$ cat src/sv/pcm_to_16bit_sample_converter_core_assert.svh
// Assertion macros shared by the converter modules.
// PCM_ASSERT checks a property at every rising clock edge outside reset.
// PCM_ASSERT_IMPL checks that a condition implies a consequence in the next cycle.
`ifndef PCM_TO_16BIT_SAMPLE_CONVERTER_CORE_ASSERT_SVH
`define PCM_TO_16BIT_SAMPLE_CONVERTER_CORE_ASSERT_SVH

`ifndef SYNTHESIS

`define PCM_ASSERT(lbl, clk, rstn, prop, msg) \
    lbl: assert property (@(posedge clk) disable iff (!rstn) (prop)) else $error(msg);

`define PCM_ASSERT_IMPL(lbl, clk, rstn, cond, cons, msg) \
    lbl: assert property (@(posedge clk) disable iff (!rstn) (cond) |=> (cons)) \
        else $error(msg);

`else

`define PCM_ASSERT(lbl, clk, rstn, prop, msg)

`define PCM_ASSERT_IMPL(lbl, clk, rstn, cond, cons, msg)

`endif

`endif

$ cat src/sv/pcm16_pkg.sv
package pcm16_pkg;

    // Configuration register indexes.
    localparam logic CFG_BYTES_PER_SAMPLE = 1'b0;
    localparam logic CFG_CHANNEL_COUNT    = 1'b1;

    // Sample width codes.
    localparam logic [1:0] BPS_NONE = 2'd0;
    localparam logic [1:0] BPS_8    = 2'd1;
    localparam logic [1:0] BPS_16   = 2'd2;
    localparam logic [1:0] BPS_24   = 2'd3;

    // Channel code that selects stereo; every other code is mono.
    localparam logic [1:0] CHAN_STEREO = 2'd2;

    // Register values after reset.
    localparam logic [1:0] BPS_RESET  = BPS_16;
    localparam logic [1:0] CHAN_RESET = 2'd1;

    // One accepted input byte.
    typedef struct packed {
        logic       stream_start;
        logic [7:0] data_byte;
    } in_item_t;

    // Words produced by one byte: count is 0, 1 or 2 copies of word.
    typedef struct packed {
        logic [1:0]         count;
        logic signed [15:0] word;
    } conv_result_t;

    // Current configuration.
    typedef struct packed {
        logic [1:0] bytes_per_sample;
        logic [1:0] channel_count;
    } cfg_t;

endpackage

$ cat src/sv/pcm16_in_stage.sv
module pcm16_in_stage
(
    input  logic               clk,
    input  logic               rst_n,
    input  logic               s_tvalid,
    output logic               s_tready,
    input  pcm16_pkg::in_item_t s_item,
    input  logic               advance_ok,
    output logic               item_valid,
    output pcm16_pkg::in_item_t item,
    output logic               advance
);

    logic                valid_reg;
    logic                valid_next;
    pcm16_pkg::in_item_t item_reg;

    // The held byte moves on when the result side can take its words.
    assign advance    = valid_reg && advance_ok;
    assign s_tready   = !valid_reg || advance_ok;
    assign item_valid = valid_reg;
    assign item       = item_reg;

    always_comb
    begin
        valid_next = valid_reg;
        if (s_tvalid && s_tready)
        begin
            valid_next = 1'b1;
        end
        else if (advance)
        begin
            valid_next = 1'b0;
        end
    end

    always_ff @(posedge clk or negedge rst_n)
    begin
        if (!rst_n)
        begin
            valid_reg <= 1'b0;
        end
        else
        begin
            valid_reg <= valid_next;
        end
    end

    // Payload capture on every input transfer.
    always_ff @(posedge clk)
    begin
        if (s_tvalid && s_tready)
        begin
            item_reg <= s_item;
        end
    end

endmodule

$ cat src/sv/pcm16_convert.sv
`include "pcm_to_16bit_sample_converter_core_assert.svh"

module pcm16_convert
(
    input  logic                     clk,
    input  logic                     rst_n,
    input  logic                     fire,
    input  pcm16_pkg::in_item_t      item,
    input  pcm16_pkg::cfg_t          cfg,
    output pcm16_pkg::conv_result_t  result
);

    logic [2:0]         byte_position_reg;
    logic [2:0]         byte_position_next;
    logic [7:0]         held_low_byte_reg;
    logic [7:0]         held_low_byte_next;
    logic signed [15:0] held_left_sample_reg;
    logic signed [15:0] held_left_sample_next;

    logic               stereo;
    logic [2:0]         group_len;
    logic [2:0]         pos_raw;
    logic [2:0]         pos;
    logic [2:0]         pos_inc;
    logic [7:0]         b;
    logic signed [15:0] assembled;
    logic signed [16:0] pair_sum;
    logic signed [16:0] sum_adj;
    logic [1:0]         dup_count;

    assign stereo    = (cfg.channel_count == pcm16_pkg::CHAN_STEREO);
    assign b         = item.data_byte;
    assign assembled = {b, held_low_byte_reg};
    assign dup_count = stereo ? 2'd1 : 2'd2;

    // Group length and position of this byte within its group.
    always_comb
    begin
        case (cfg.bytes_per_sample)
            pcm16_pkg::BPS_8:  group_len = 3'd1;
            pcm16_pkg::BPS_16: group_len = 3'd2;
            pcm16_pkg::BPS_24: group_len = stereo ? 3'd6 : 3'd3;
            default:           group_len = 3'd1;
        endcase
        pos_raw = item.stream_start ? 3'd0 : byte_position_reg;
        pos     = (pos_raw >= group_len) ? 3'd0 : pos_raw;
        pos_inc = pos + 3'd1;
    end

    // Stereo 24-bit average, truncated toward zero.
    always_comb
    begin
        pair_sum = {held_left_sample_reg[15], held_left_sample_reg}
                 + {assembled[15], assembled};
        sum_adj  = pair_sum + {16'd0, pair_sum[16]};
    end

    // Result words and next state for the byte in hand.
    always_comb
    begin
        result                = '0;
        held_low_byte_next    = held_low_byte_reg;
        held_left_sample_next = held_left_sample_reg;
        byte_position_next    = (pos_inc >= group_len) ? 3'd0 : pos_inc;
        case (cfg.bytes_per_sample)
            pcm16_pkg::BPS_8:
            begin
                result.word  = {~b[7], b[6:0], 8'h00};
                result.count = dup_count;
            end
            pcm16_pkg::BPS_16:
            begin
                if (pos == 3'd0)
                begin
                    held_low_byte_next = b;
                end
                else
                begin
                    result.word  = assembled;
                    result.count = dup_count;
                end
            end
            pcm16_pkg::BPS_24:
            begin
                case (pos)
                    3'd1, 3'd4:
                    begin
                        held_low_byte_next = b;
                    end
                    3'd2:
                    begin
                        if (stereo)
                        begin
                            held_left_sample_next = assembled;
                        end
                        else
                        begin
                            result.word  = assembled;
                            result.count = 2'd1;
                        end
                    end
                    3'd5:
                    begin
                        result.word  = sum_adj[16:1];
                        result.count = 2'd1;
                    end
                    default:
                    begin
                        result.count = 2'd0;
                    end
                endcase
            end
            default:
            begin
                // Zero sample width drops the byte.
                byte_position_next = 3'd0;
            end
        endcase
    end

    always_ff @(posedge clk or negedge rst_n)
    begin
        if (!rst_n)
        begin
            byte_position_reg    <= '0;
            held_low_byte_reg    <= '0;
            held_left_sample_reg <= '0;
        end
        else if (fire)
        begin
            byte_position_reg    <= byte_position_next;
            held_low_byte_reg    <= held_low_byte_next;
            held_left_sample_reg <= held_left_sample_next;
        end
    end

    // The position always lies inside the longest group.
    `PCM_ASSERT(a_pos_range, clk, rst_n, byte_position_reg < 3'd6,
        "byte position beyond the longest group")

endmodule

$ cat src/sv/pcm16_out_stage.sv
`include "pcm_to_16bit_sample_converter_core_assert.svh"

module pcm16_out_stage
(
    input  logic                    clk,
    input  logic                    rst_n,
    input  logic                    load,
    input  pcm16_pkg::conv_result_t result,
    output logic                    load_ok,
    output logic                    m_tvalid,
    input  logic                    m_tready,
    output logic signed [15:0]      m_tdata,
    output logic                    m_tlast
);

    logic [1:0]         cnt_reg;
    logic [1:0]         cnt_next;
    logic signed [15:0] word_reg;

    assign m_tvalid = (cnt_reg != 2'd0);
    assign m_tlast  = (cnt_reg == 2'd1);
    assign m_tdata  = word_reg;

    // A new result may enter when the register is empty or its last word leaves now.
    assign load_ok = (cnt_reg == 2'd0) || ((cnt_reg == 2'd1) && m_tready);

    always_comb
    begin
        cnt_next = cnt_reg;
        if (load)
        begin
            cnt_next = result.count;
        end
        else if (m_tvalid && m_tready)
        begin
            cnt_next = cnt_reg - 2'd1;
        end
    end

    always_ff @(posedge clk or negedge rst_n)
    begin
        if (!rst_n)
        begin
            cnt_reg <= '0;
        end
        else
        begin
            cnt_reg <= cnt_next;
        end
    end

    always_ff @(posedge clk)
    begin
        if (load)
        begin
            word_reg <= result.word;
        end
    end

    // At most two copies of a word are ever pending.
    `PCM_ASSERT(a_cnt_max, clk, rst_n, cnt_reg != 2'd3,
        "output word count out of range")

    // The first of a pair moves on to the second copy of the same word.
    `PCM_ASSERT_IMPL(a_pair_step, clk, rst_n, (cnt_reg == 2'd2) && m_tready,
        (cnt_reg == 2'd1) && $stable(word_reg), "pair did not step to its last word")

    // No result is loaded over a pending pair.
    `PCM_ASSERT(a_no_overwrite, clk, rst_n, !(load && (cnt_reg == 2'd2)),
        "result loaded over a pending pair")

endmodule

$ cat src/sv/pcm_to_16bit_sample_converter_core.sv
// Converts the data bytes of a little-endian PCM stream into signed 16-bit
// words for a stereo serial audio transmitter. Bytes enter on the s_ side,
// words leave on the m_ side with tlast set on the final word caused by each
// byte. A byte is taken every cycle while the output is not stalled, as long as
// each byte makes at most one word; a byte that makes two words (mono 8-bit,
// high byte of mono 16-bit) occupies the single output register until its
// second word leaves. A word passes through the input register and then the
// output register after its byte's transfer. Write bytes_per_sample (index 0)
// and channel_count (index 1) only while no transfer is in flight; writes
// leave the byte assembly untouched.
module pcm_to_16bit_sample_converter_core
(
    input  logic               clk,
    input  logic               rst_n,
    // Configuration write port
    input  logic               cfg_we,
    input  logic               cfg_index,
    input  logic [1:0]         cfg_data,
    // Input byte stream
    input  logic               s_tvalid,
    output logic               s_tready,
    input  logic [7:0]         s_tdata,   // [7:0] data_byte
    input  logic               s_tuser,   // [0] stream_start
    // Output word stream
    output logic               m_tvalid,
    input  logic               m_tready,
    output logic signed [15:0] m_tdata,   // [15:0] sample_word
    output logic               m_tlast    // last_of_run
);

    pcm16_pkg::cfg_t           cfg_reg;
    pcm16_pkg::in_item_t       s_item;
    pcm16_pkg::in_item_t       item;
    pcm16_pkg::conv_result_t   result;
    logic                      item_valid;
    logic                      advance;
    logic                      load_ok;

    // Configuration registers.
    always_ff @(posedge clk or negedge rst_n)
    begin
        if (!rst_n)
        begin
            cfg_reg.bytes_per_sample <= pcm16_pkg::BPS_RESET;
            cfg_reg.channel_count    <= pcm16_pkg::CHAN_RESET;
        end
        else if (cfg_we)
        begin
            case (cfg_index)
                pcm16_pkg::CFG_BYTES_PER_SAMPLE: cfg_reg.bytes_per_sample <= cfg_data;
                pcm16_pkg::CFG_CHANNEL_COUNT:    cfg_reg.channel_count    <= cfg_data;
                default:                         cfg_reg                  <= cfg_reg;
            endcase
        end
    end

    assign s_item.data_byte    = s_tdata;
    assign s_item.stream_start = s_tuser;

    pcm16_in_stage u_in_stage
    (
        .clk        (clk),
        .rst_n      (rst_n),
        .s_tvalid   (s_tvalid),
        .s_tready   (s_tready),
        .s_item     (s_item),
        .advance_ok (load_ok),
        .item_valid (item_valid),
        .item       (item),
        .advance    (advance)
    );

    pcm16_convert u_convert
    (
        .clk    (clk),
        .rst_n  (rst_n),
        .fire   (advance),
        .item   (item),
        .cfg    (cfg_reg),
        .result (result)
    );

    pcm16_out_stage u_out_stage
    (
        .clk      (clk),
        .rst_n    (rst_n),
        .load     (advance && item_valid),
        .result   (result),
        .load_ok  (load_ok),
        .m_tvalid (m_tvalid),
        .m_tready (m_tready),
        .m_tdata  (m_tdata),
        .m_tlast  (m_tlast)
    );

endmodule

$ cat config.mk
export PLATFORM = sky130hd
export DESIGN_NAME = pcm_to_16bit_sample_converter_core
export DESIGN_NICKNAME = d
export VERILOG_FILES = /design/src/sv/pcm16_pkg.sv /design/src/sv/pcm16_in_stage.sv /design/src/sv/pcm16_convert.sv /design/src/sv/pcm16_out_stage.sv /design/src/sv/pcm_to_16bit_sample_converter_core.sv
export VERILOG_INCLUDE_DIRS = /design/src /design/src/sv
export SDC_FILE = /design/constraint.sdc
export NUM_CORES = 1
export LEC_CHECK = 0
export BUFFER_PORTS_ARGS = -buffer_cell sky130_fd_sc_hd__clkbuf_2
export CAP_MARGIN = 25
export CORE_ASPECT_RATIO = 1.4
export CORE_MARGIN = 3
export CORE_UTILIZATION = 50
export CTS_BUF_LIST = sky130_fd_sc_hd__clkbuf_8
export CTS_CLUSTER_DIAMETER = 30
export CTS_CLUSTER_SIZE = 25
export DETAILED_ROUTE_END_ITERATION = 12
export PLACE_DENSITY = 0.79
export SYNTH_ARGS = -nofsm -noshare
export SYNTH_HDL_FRONTEND = slang
export SYNTH_SLANG_ARGS = --single-unit
$ cat constraint.sdc
create_clock -name clk -period 7.6 [get_ports clk]
set_input_delay 1.14 -clock clk [delete_from_list [all_inputs] [get_ports clk]]
set_output_delay 1.14 -clock clk [all_outputs]
set_load 0.05 [all_outputs]
== Yosys cells after proc, flatten, opt, wreduce, memory -nomap -nowiden ==
Cells that the tools add are included.

* Register bits: 59
* Bits of input ports: 17

* Add/subtract/negate cells: 4
* Magnitude comparators: 2
* Eq/ne operators: 11
* Multiplexer cells: 19
* Bitwise gates (word level): 2
* Reductions and logical operators: 20

{| class="wikitable"
|+ Operators with widths
! cell !! count
|-
| 18-bit one-hot mux with 3 select lines || 1
|-
| 16-bit one-hot mux with 2 select lines || 1
|-
| 18-bit two-way mux || 1
|-
| 16-bit by 16-bit adder with 17-bit output || 1
|-
| 17-bit by 1-bit adder with 17-bit output || 1
|-
| 17-bit two-way mux || 1
|-
| 8-bit two-way mux || 2
|-
| 8-bit one-hot mux with 2 select lines || 1
|-
| 3-bit two-way mux || 5
|-
| 4-bit AND reduction || 2
|-
| 2-bit nonzero test || 4
|-
| 2-bit == test, second input constant || 3
|-
| 3-bit == test, second input constant || 2
|-
| 3-bit >= comparator || 2
|-
| 2-bit two-way mux || 3
|-
| 3-bit one-hot mux with 2 select lines || 1
|-
| 1-bit logical AND || 5
|-
| 2-bit by 1-bit == test with 1-bit output, second input constant || 2
|-
| 2-bit AND reduction || 2
|-
| 3-bit by 1-bit adder with 3-bit output, second input constant || 1
|-
| 3-bit by 1-bit == test with 1-bit output, second input constant || 1
|-
| 3-bit by 2-bit == test with 1-bit output, second input constant || 1
|-
| 3-bit zero test || 1
|-
| 3-bit OR reduction || 1
|-
| other kinds (10) || 13
|}

== Depth between registers and ports, before layout ==
Gate-level depths: netlist of the first run.

* Word-level depth: 9
* Mapped depth: 17
* Mapped depth without buffers: 16

== Modules after synthesis ==
From an unflattened synthesis of the first run, not the netlist that was laid out.

* Cells, all modules: 413
* Area total of the unflattened synthesis: 4,137.7 µm²

{| class="wikitable"
|+ Modules (own cells, without submodules)
! module !! instances !! cells an instance !! area an instance (µm²) !! seq. area each (µm²)
|-
| pcm16_convert || 1 || 355 || 2,987.9 || 675.6
|-
| pcm16_out_stage || 1 || 33 || 638.1 || 530.5
|-
| pcm16_in_stage || 1 || 14 || 330.3 || 295.3
|-
| pcm_to_16bit_sample_converter_core || 1 || 11 || 181.4 || 102.6
|}

== Worst setup path after synthesis of the first run ==
OpenSTA, ideal clock, no wires.

* Path kind: reg-to-reg
* Start point: register cfg_reg[3] in the netlist's numbering
* End point: register u_convert.byte_position_reg[0]
* Setup time: 0.068 ns
* Arrival: 3.212 ns
* Required time: 7.532 ns
* Slack: 4.320 ns
* Stages on the path, launching flop included: 13
* Buffers on the path: 1
* Period minus slack after synthesis: 3.280 ns
* Cells stage by stage: dfstp_2 > clkbuf_1 > nand2_1 > ha_1 > nand2b_1 > a21oi_1 > o21a_1 > nand2_1 > ha_1 > ha_1 > a21o_1 > a2111oi_0 > a22o_1

* Cells in the longest elaborated chain, start to end: 8
* Elaborated cells between the ends (all ways): 11
* Classes of those cells: add/sub (1); order compare (2); eq/ne (3); mux (4); reduce/logical (1)

{| class="wikitable"
|+ Ends and longest elaborated chain
! element !! line !! text
|-
| from (decl) || pcm_to_16bit_sample_converter_core.sv:31 || <nowiki>pcm16_pkg::cfg_t cfg_reg;</nowiki>
|-
| from (signal assigned) || pcm_to_16bit_sample_converter_core.sv:52 || <nowiki>default: cfg_reg <= cfg_reg;</nowiki>
|-
| 2-bit == test || pcm16_convert.sv:39, pcm16_convert.sv:65 ||
|-
| 3-bit one-hot mux with 2 select lines || pcm16_convert.sv:39 || <nowiki>case (cfg.bytes_per_sample)</nowiki>
|-
| 3-bit >= comparator || pcm16_convert.sv:46 || <nowiki>pos = (pos_raw >= group_len) ? 3'd0 : pos_raw;</nowiki>
|-
| 3-bit two-way mux || pcm16_convert.sv:46 ||
|-
| 3-bit by 1-bit adder with 3-bit output || pcm16_convert.sv:47 || <nowiki>pos_inc = pos + 3'd1;</nowiki>
|-
| 3-bit >= comparator || pcm16_convert.sv:64 || <nowiki>byte_position_next = (pos_inc >= group_len) ? 3'd0 : pos_inc;</nowiki>
|-
| 3-bit two-way mux || pcm16_convert.sv:64 ||
|-
| 3-bit two-way mux * || pcm16_convert.sv:65 || <nowiki>case (cfg.bytes_per_sample)</nowiki>
|-
| to (signal assigned) || pcm16_convert.sv:131 || <nowiki>byte_position_reg <= byte_position_next;</nowiki>
|-
| to (decl) || pcm16_convert.sv:13 || <nowiki>logic [2:0] byte_position_reg;</nowiki>
|}

Mark *: on every way between the ends. The rest lies on a longest branch, timed or not.
A chain may end at the register's enable or synchronous reset.

==> impl_metrics.yaml, run 1 <==
place:
  dp.final_hpwl_um: 7440
  portBuffers: 35
  place_worst_setup_slack_ns: 4.11
  gpl.final_weighted_congestion: 0.959
finish:
  number_of_nets_in_the_layout: 489
  num_antenna_cells: 0
  area.growth.synth_to_final_pct: 9.67
  layout-drive-gt1-share_pct: 21.7
route:
  postRouteAntennaNets: 0
  totalWireLength_um: 9810
  detail_route.drc_violations: 0
  route.detailed.wl_per_inst_um: 17.9
  via_count_normalized_by_instance_count: 6.04
  vias: 3304
  first_pass_iters: 4
  number_of_drc_markers_in_iteration_0: 202
synthesis:
  netlist.top_cell.by_area: "dfrtp_1"
  per_instance_average_area_after_synthesis_um2: 10.1
  synthesis.instances: 416
  number_of_flops_mapped_to_enable_cells_by_yosys: 25
  synth.area.top_cells: "dfrtp_1, edfxtp_1, ha_1, mux2_2, xnor2_1"
  syn_area_um2: 4190
  ys_warn_count: 0
  synth_ff_type: "dfrtp_1"
  synth_async_sr_flop_share_pct: 57.6
  yosysMostFrequentCell: "nand2_1"
  synth.net_count: 463
  synth.ff_latch_count: 59
  synth_cell_type_count: 67
  ys_seq_area_share_pct: 38.3
  post-synth-top-area-fraction_pct: 19.1
  synth.top_cells.by_count: "nand2_1, dfrtp_1, mux2_2"
floorplanning:
  die_x_um: 83.4
  floorplan.initialDensity_pct: 52.8
  core-area_um2: 7940
  core.rowCount: 38
  boundaryPins: 36
  die_area_um2: 9530
  floorplan.die.height_um: 114
worst_setup_path:
  setup.worst_path.end_class: "flip-flop"
  worst-endpoint-required_ns: 7.70
  slowest_stage: "dfrtp_1"
  regToRegStartpoint: "u_convert.held_low_byte_reg[0]"
  regToRegEndpoint: "u_out_stage.m_tdata[13]"
  cp_max_fanout: 6
  startpoint_type: "flip-flop"
  cp.arrival_ns: 3.63
  crit_type: "reg2reg"
  regToRegSetupSlack_ns: 4.07
  cp_slowest_stage_delay_ns: 0.41
  crit_chain: "ha_1, inv_1, fa_1, nand2b_1, a21o_1, a21oi_1, a21oi_1, nand2_1, inv_2, ha_1, nand4b_1, nor3_2, nand4_1, a221o_1"
  r2r.worst_path.cells: 14
sta:
  timing.slew.headroom_pct: 39.0
  rsz_0062_raised_after_global_routing: "no"
  timing.clock.skew_ns: 0.0140
  worst_slew_pin_slew_ns: 0.913
  period_minus_slack_ns: 3.53
  slew_viol_final: 0
  final_report_setup_violation_count: 0
  final_min_period_over_clock_period_pct: 46.5
  hold_viol_final: 0
  achievable-frequency_ghz: 0.283
  finalWorstSetupSlack_ns: 4.07
  totalNegativeSetupSlack_ns: 0
clocking:
  cts_tree: "yes"
  cts_hold_buffers: 0
  clockRootBuffer: "clkbuf_8"
  postCtsResizedCells: 0
  cts_buffer_depth: 2
  clock_insertion_delay_worst_skew_ns: 0.34
  clkSinkCount: 59
  clk_pin_slew_ns: 0.08
  h-tree-depth: 3
  postCtsSetupRepairBufs: 0
  numCtsBuffers: 9
power_and_ir_drop:
  total_leakage_power_nw: 1.99
  power.density_nw_per_um2: 323
  vdd_drop_max_mv: 0.288
hold_path:
  worst_hold_path.num_cells: 1
  hold_end: "u_out_stage.cnt_reg[1]"
  hold_path_class: "reg2reg"
  hold_path.startpoint: "u_out_stage.cnt_reg[1]"
job:
  cap_viol_max_count: 0
global_route:
  track_usage_pct: 22.1
  global_route.overflow_total: 0
  number_of_antenna_violations_at_the_first_check_in_global_routing: 0
  grt_first_pass_wirelength_um: 16600
  grt_max_degree: 35
  number_of_global_route_vias_before_repair: 3419
run_status:
  outcome: "finished, final reports clean"
-- kinds of logic after synthesis --
logic type,count (synthesis),share of synthesized area (%)
AOI/OAI and AO/OA,104,17.5
xor gates and xnor gates,24,5.02
muxes,34,9.05
and+or+nand+nor,128,17.0
adders and majority gates,30,9.14
DFF,59,38.3
buffers and inverters,37,4.00
-- worst max path at each step --
stage                                              start                        endpoint  slack (ns)  cells after the start
final                     u_convert.held_low_byte_reg[0]         u_out_stage.m_tdata[13]        4.07                     14
after global routing                          cfg_reg[0]  u_convert.byte_position_reg[0]        3.73                     13
after floorplan                               cfg_reg[3]  u_convert.byte_position_reg[0]        4.32                     12
after detailed placement                      cfg_reg[0]  u_convert.byte_position_reg[0]        4.11                     13
after global placement                        cfg_reg[0]         u_out_stage.m_tdata[14]        4.21                     15
after CTS                                     cfg_reg[0]  u_convert.byte_position_reg[0]        4.10                     13
-- power by group --
group | internal [W] | switching (W) | leakage, nW
clock | 0.000181 | 0.000123 | 0.112
combinational | 0.000214 | 0.000461 | 1.20
sequential | 0.000436 | 0.0000703 | 0.679
total | 0.000831 | 0.000654 | 1.99
-- layout make-up --
type	instances	area, um2
timing repair buffer	35	175
tap	100	125
clock inverter	7	85.1
fill	672	3340
multi-input combinational	320	2420
inverter	17	63.8
clock buffer	9	124
sequential	59	1600
-- metal layers --
metal | track usage, % | vias up | wire (um)
met5 | 0 | - | 0
met4 | 14.7 | 0 | 483
met3 | 4.39 | 36 | 456
met2 | 38.2 | 104 | 4920
met1 | 24.7 | 1577 | 3950
li1 | - | 1587 | -
-- critical path: cells and delay by family, from the launching register on --
kind / cells / cell delay [ns]
AND/OR/NAND/NOR: 5 / 0.98
flip-flops: 1 / 0.41
adder cells (fa/ha/maj): 3 / 0.73
AO/OA/AOI/OAI: 4 / 0.97
buffers and inverters: 2 / 0.20
-- metrics by stage --
stage	area, um2	hold WS, ns	instances	total power [W]	utilization [%]
after floorplan	4190	0.464	416	0.00102	-
after global placement	4390	0.478	531	0.00116	55.2
after detailed placement	4390	0.484	531	0.00118	55.2
after CTS	4600	0.498	547	0.00149	57.9
after global routing	4600	0.533	547	0.00158	57.9
final	4600	0.500	547	0.00149	57.9
-- layout by cell type (no fill, tap or decap), types with 5 or more instances in the layout --
master    count
edfxtp_1     25
nand3_1      12
a22o_1        6
o21ai_0      20
xnor2_1      17
nor3_1       11
a21o_1       11
inv_1        18
ha_1         29
nor2b_1       9
nand2_1      39
clkbuf_8      9
o21ai_1       5
xor2_1        7
o21a_1        5
a21oi_1      26
clkbuf_2     35
nand2b_1     10
nor2_1       17
mux2_2       30
dfrtp_1      32
Note: power is estimated with default switching activity, not from simulation.
==> run 2: changes to the inputs <==
==> constraint.sdc (replaced) <==
create_clock -name clk -period 3.4 [get_ports clk]
set_input_delay 0.51 -clock clk [delete_from_list [all_inputs] [get_ports clk]]
set_output_delay 0.51 -clock clk [all_outputs]
set_load 0.05 [all_outputs]
==> run 2 against run 1 <==
Wire length is 4.4% higher. Sequential power is 120% higher. Fmax is 6.9% higher. Register-to-register slack worse by 4.0 ns. Total power is 130% higher. Sequential share of layout area is 1.5 points lower. Largest cell class unchanged.
==> impl_metrics.yaml, run 2 (synthesized netlist as in run 1, its figures left out) <==
sta:
  achievable-frequency_ghz: 0.302
  hold_viol_final: 0
  timing.clock.skew_ns: 0.0109
  rsz_0062_raised_after_global_routing: "yes"
  final_report_setup_violation_count: 0
  period_minus_slack_ns: 3.31
  worst_slew_pin_slew_ns: 0.880
  slew_viol_final: 0
  final_min_period_over_clock_period_pct: 97.3
  finalWorstSetupSlack_ns: 0.0931
  timing.slew.headroom_pct: 41.4
finish:
  num_antenna_cells: 0
  most-common-layout-cells: "nand2_1, clkbuf_2, dfrtp_1"
  most_common_cell_after_layout_fill_and_taps_aside: "nand2_1"
  layout-drive-gt1-share_pct: 28.5
  number_of_nets_in_the_layout: 512
  area.growth.synth_to_final_pct: 14.7
  postLayoutCoreUtil_pct: 60.5
clocking:
  clockRootBuffer: "clkbuf_8"
  h-tree-depth: 3
  clock_insertion_delay_worst_skew_ns: 0.36
  cts_hold_buffers: 0
  cts_buffer_depth: 2
  cts_tree: "yes"
  numCtsBuffers: 9
  clk_pin_slew_ns: 0.08
  clkSinkCount: 59
route:
  first_pass_iters: 6
  vias: 3464
  postRouteAntennaNets: 0
  totalWireLength_um: 10200
  route.detailed.wl_per_inst_um: 18.0
  via_count_normalized_by_instance_count: 6.08
  number_of_drc_markers_in_iteration_0: 246
  detail_route.drc_violations: 0
worst_setup_path:
  crit_type: "reg2reg"
  path_common_cell: "ha_2"
  setup.worst_path.end_class: "flip-flop"
  crit_end: "u_out_stage.m_tdata[13]"
  slowest_stage: "dfrtp_1"
  r2r.worst_path.cells: 16
  cp.buffers_inverters: 3
  worst-endpoint-required_ns: 3.63
  cp_slowest_stage_delay_ns: 0.41
  path_depth: 16
  regToRegStartpoint: "u_convert.held_low_byte_reg[0]"
  delay_heaviest_family_cp: "simple AND/OR/NAND/NOR gates"
  startpoint_type: "flip-flop"
  crit_chain: "ha_2, inv_1, fa_2, nand2b_4, a21o_1, a21oi_1, a21oi_2, nand2_2, inv_2, ha_2, nand4b_1, nor3_2, nand4_1, buf_4, nor3_1, a221o_1"
  regToRegSetupSlack_ns: 0.09
  cp.arrival_ns: 3.54
  crit_start: "u_convert.held_low_byte_reg[0]"
  regToRegEndpoint: "u_out_stage.m_tdata[13]"
  cp_max_fanout: 5
run_status:
  outcome: "finished, final reports clean"
power_and_ir_drop:
  power.density_nw_per_um2: 706
  pwr-share-clk_pct: 19.5
  p_total_w: 0.00339
  total_leakage_power_nw: 2.09
  cellInternalPower_w: 0.00186
  vdd_drop_max_mv: 0.648
  share_comb_of_total_power_pct: 47.5
  switching_share_pct: 45.4
  seqPwrFrac_pct: 33.1
  power.net_switching_w: 0.00154
floorplanning:
  floorplan.initialDensity_pct: 52.8
  die_x_um: 83.4
  core-area_um2: 7940
  core.rowCount: 38
  die_area_um2: 9530
  boundaryPins: 36
  floorplan.die.height_um: 114
job:
  cap_viol_max_count: 0
place:
  gpl.final_weighted_congestion: 0.943
  portBuffers: 35
  place_worst_setup_slack_ns: -0.0453
  dp.final_hpwl_um: 7780
global_route:
  track_usage_pct: 22.9
  grt_max_degree: 35
  number_of_antenna_violations_at_the_first_check_in_global_routing: 0
  global_route.overflow_total: 0
  met1_usage_pct: 25.5
  busiest_layer: "met2"
  global_route.usage.met3_pct: 4.75
  grt_use_met2_pct: 40.5
  grt_first_pass_wirelength_um: 17100
  number_of_global_route_vias_before_repair: 3518
hold_path:
  hold_path_class: "in2async"
run 2: cell types whose count changed in the layout (fill, tap and decap cells not counted), sizes merged:
cell | before | now
bufinv | 2 | 1
buf | 0 | 23
inv | 19 | 18
clkinvlp | 1 | 2
clkinv | 2 | 3
run 2: repair_timing:
action	CTS	global route
gates cloned	0	0
pin swaps	0	3
resized for setup	1	12
buffers inserted	0	4
endpoints found under the setup margin	1	19
run 2: how the worst min path moves through the flow:
stage	startpoint	to	slack, ns
after CTS	rst_n	u_convert.held_left_sample_reg[10]	0.28
after global routing	s_tdata[5]	u_in_stage.item[5]	0.31
final	rst_n	u_convert.held_left_sample_reg[10]	0.26
after global placement	u_out_stage.cnt_reg[1]	u_out_stage.cnt_reg[1]	0.48
after detailed placement	u_out_stage.cnt_reg[1]	u_out_stage.cnt_reg[1]	0.48
after floorplan	rst_n	cfg_reg[1]	0.21
run 2: routing by layer:
metal  up-vias  routed length (um)
li1       1622                   -
met1      1651                3960
met2       148                5180
met3        43                 619
met4         0                 484
met5         -                   0
run 2: area by class of cell:
cell class | count | area (um2)
clock buffers | 9 | 124
clock inverters | 7 | 76.3
fillers | 653 | 3130
inverters | 17 | 63.8
multi-input cells | 320 | 2470
flip-flops and latches | 59 | 1600
well taps | 100 | 125
repair buffers | 58 | 348
run 2: metrics by stage:
step / area (um2) / setup TNS [ns] / instances / hold slack, ns
5_1_grt: 4810 / -0.338 / 570 / 0.312
6_report: 4810 / 0 / 570 / 0.257
3_5_place_dp: 4530 / -0.0453 / 550 / 0.484
2_1_floorplan: 4190 / 0 / 416 / 0.214
3_3_place_gp: 4530 / 0 / 550 / 0.480
4_1_cts: 4730 / 0 / 566 / 0.284
run 2: power groups by stage:
stage	clock network, W	registers [W]	logic, W
global route	0.000705	0.00114	0.00174
global placement	0	0.00112	0.00153
floorplan	0	0.00134	0.000942
CTS	0.000675	0.00112	0.00158
finish	0.000661	0.00112	0.00161
detailed placement	0	0.00113	0.00156
run 2: worst reg2reg max path, delay by kind of cell, from the launching register on:
family / cells / cell delay, ns
buf+inv: 3 / 0.38
flops: 1 / 0.41
simple gates: 6 / 1.02
compound gates: 4 / 0.71
fa+ha+maj: 3 / 0.67
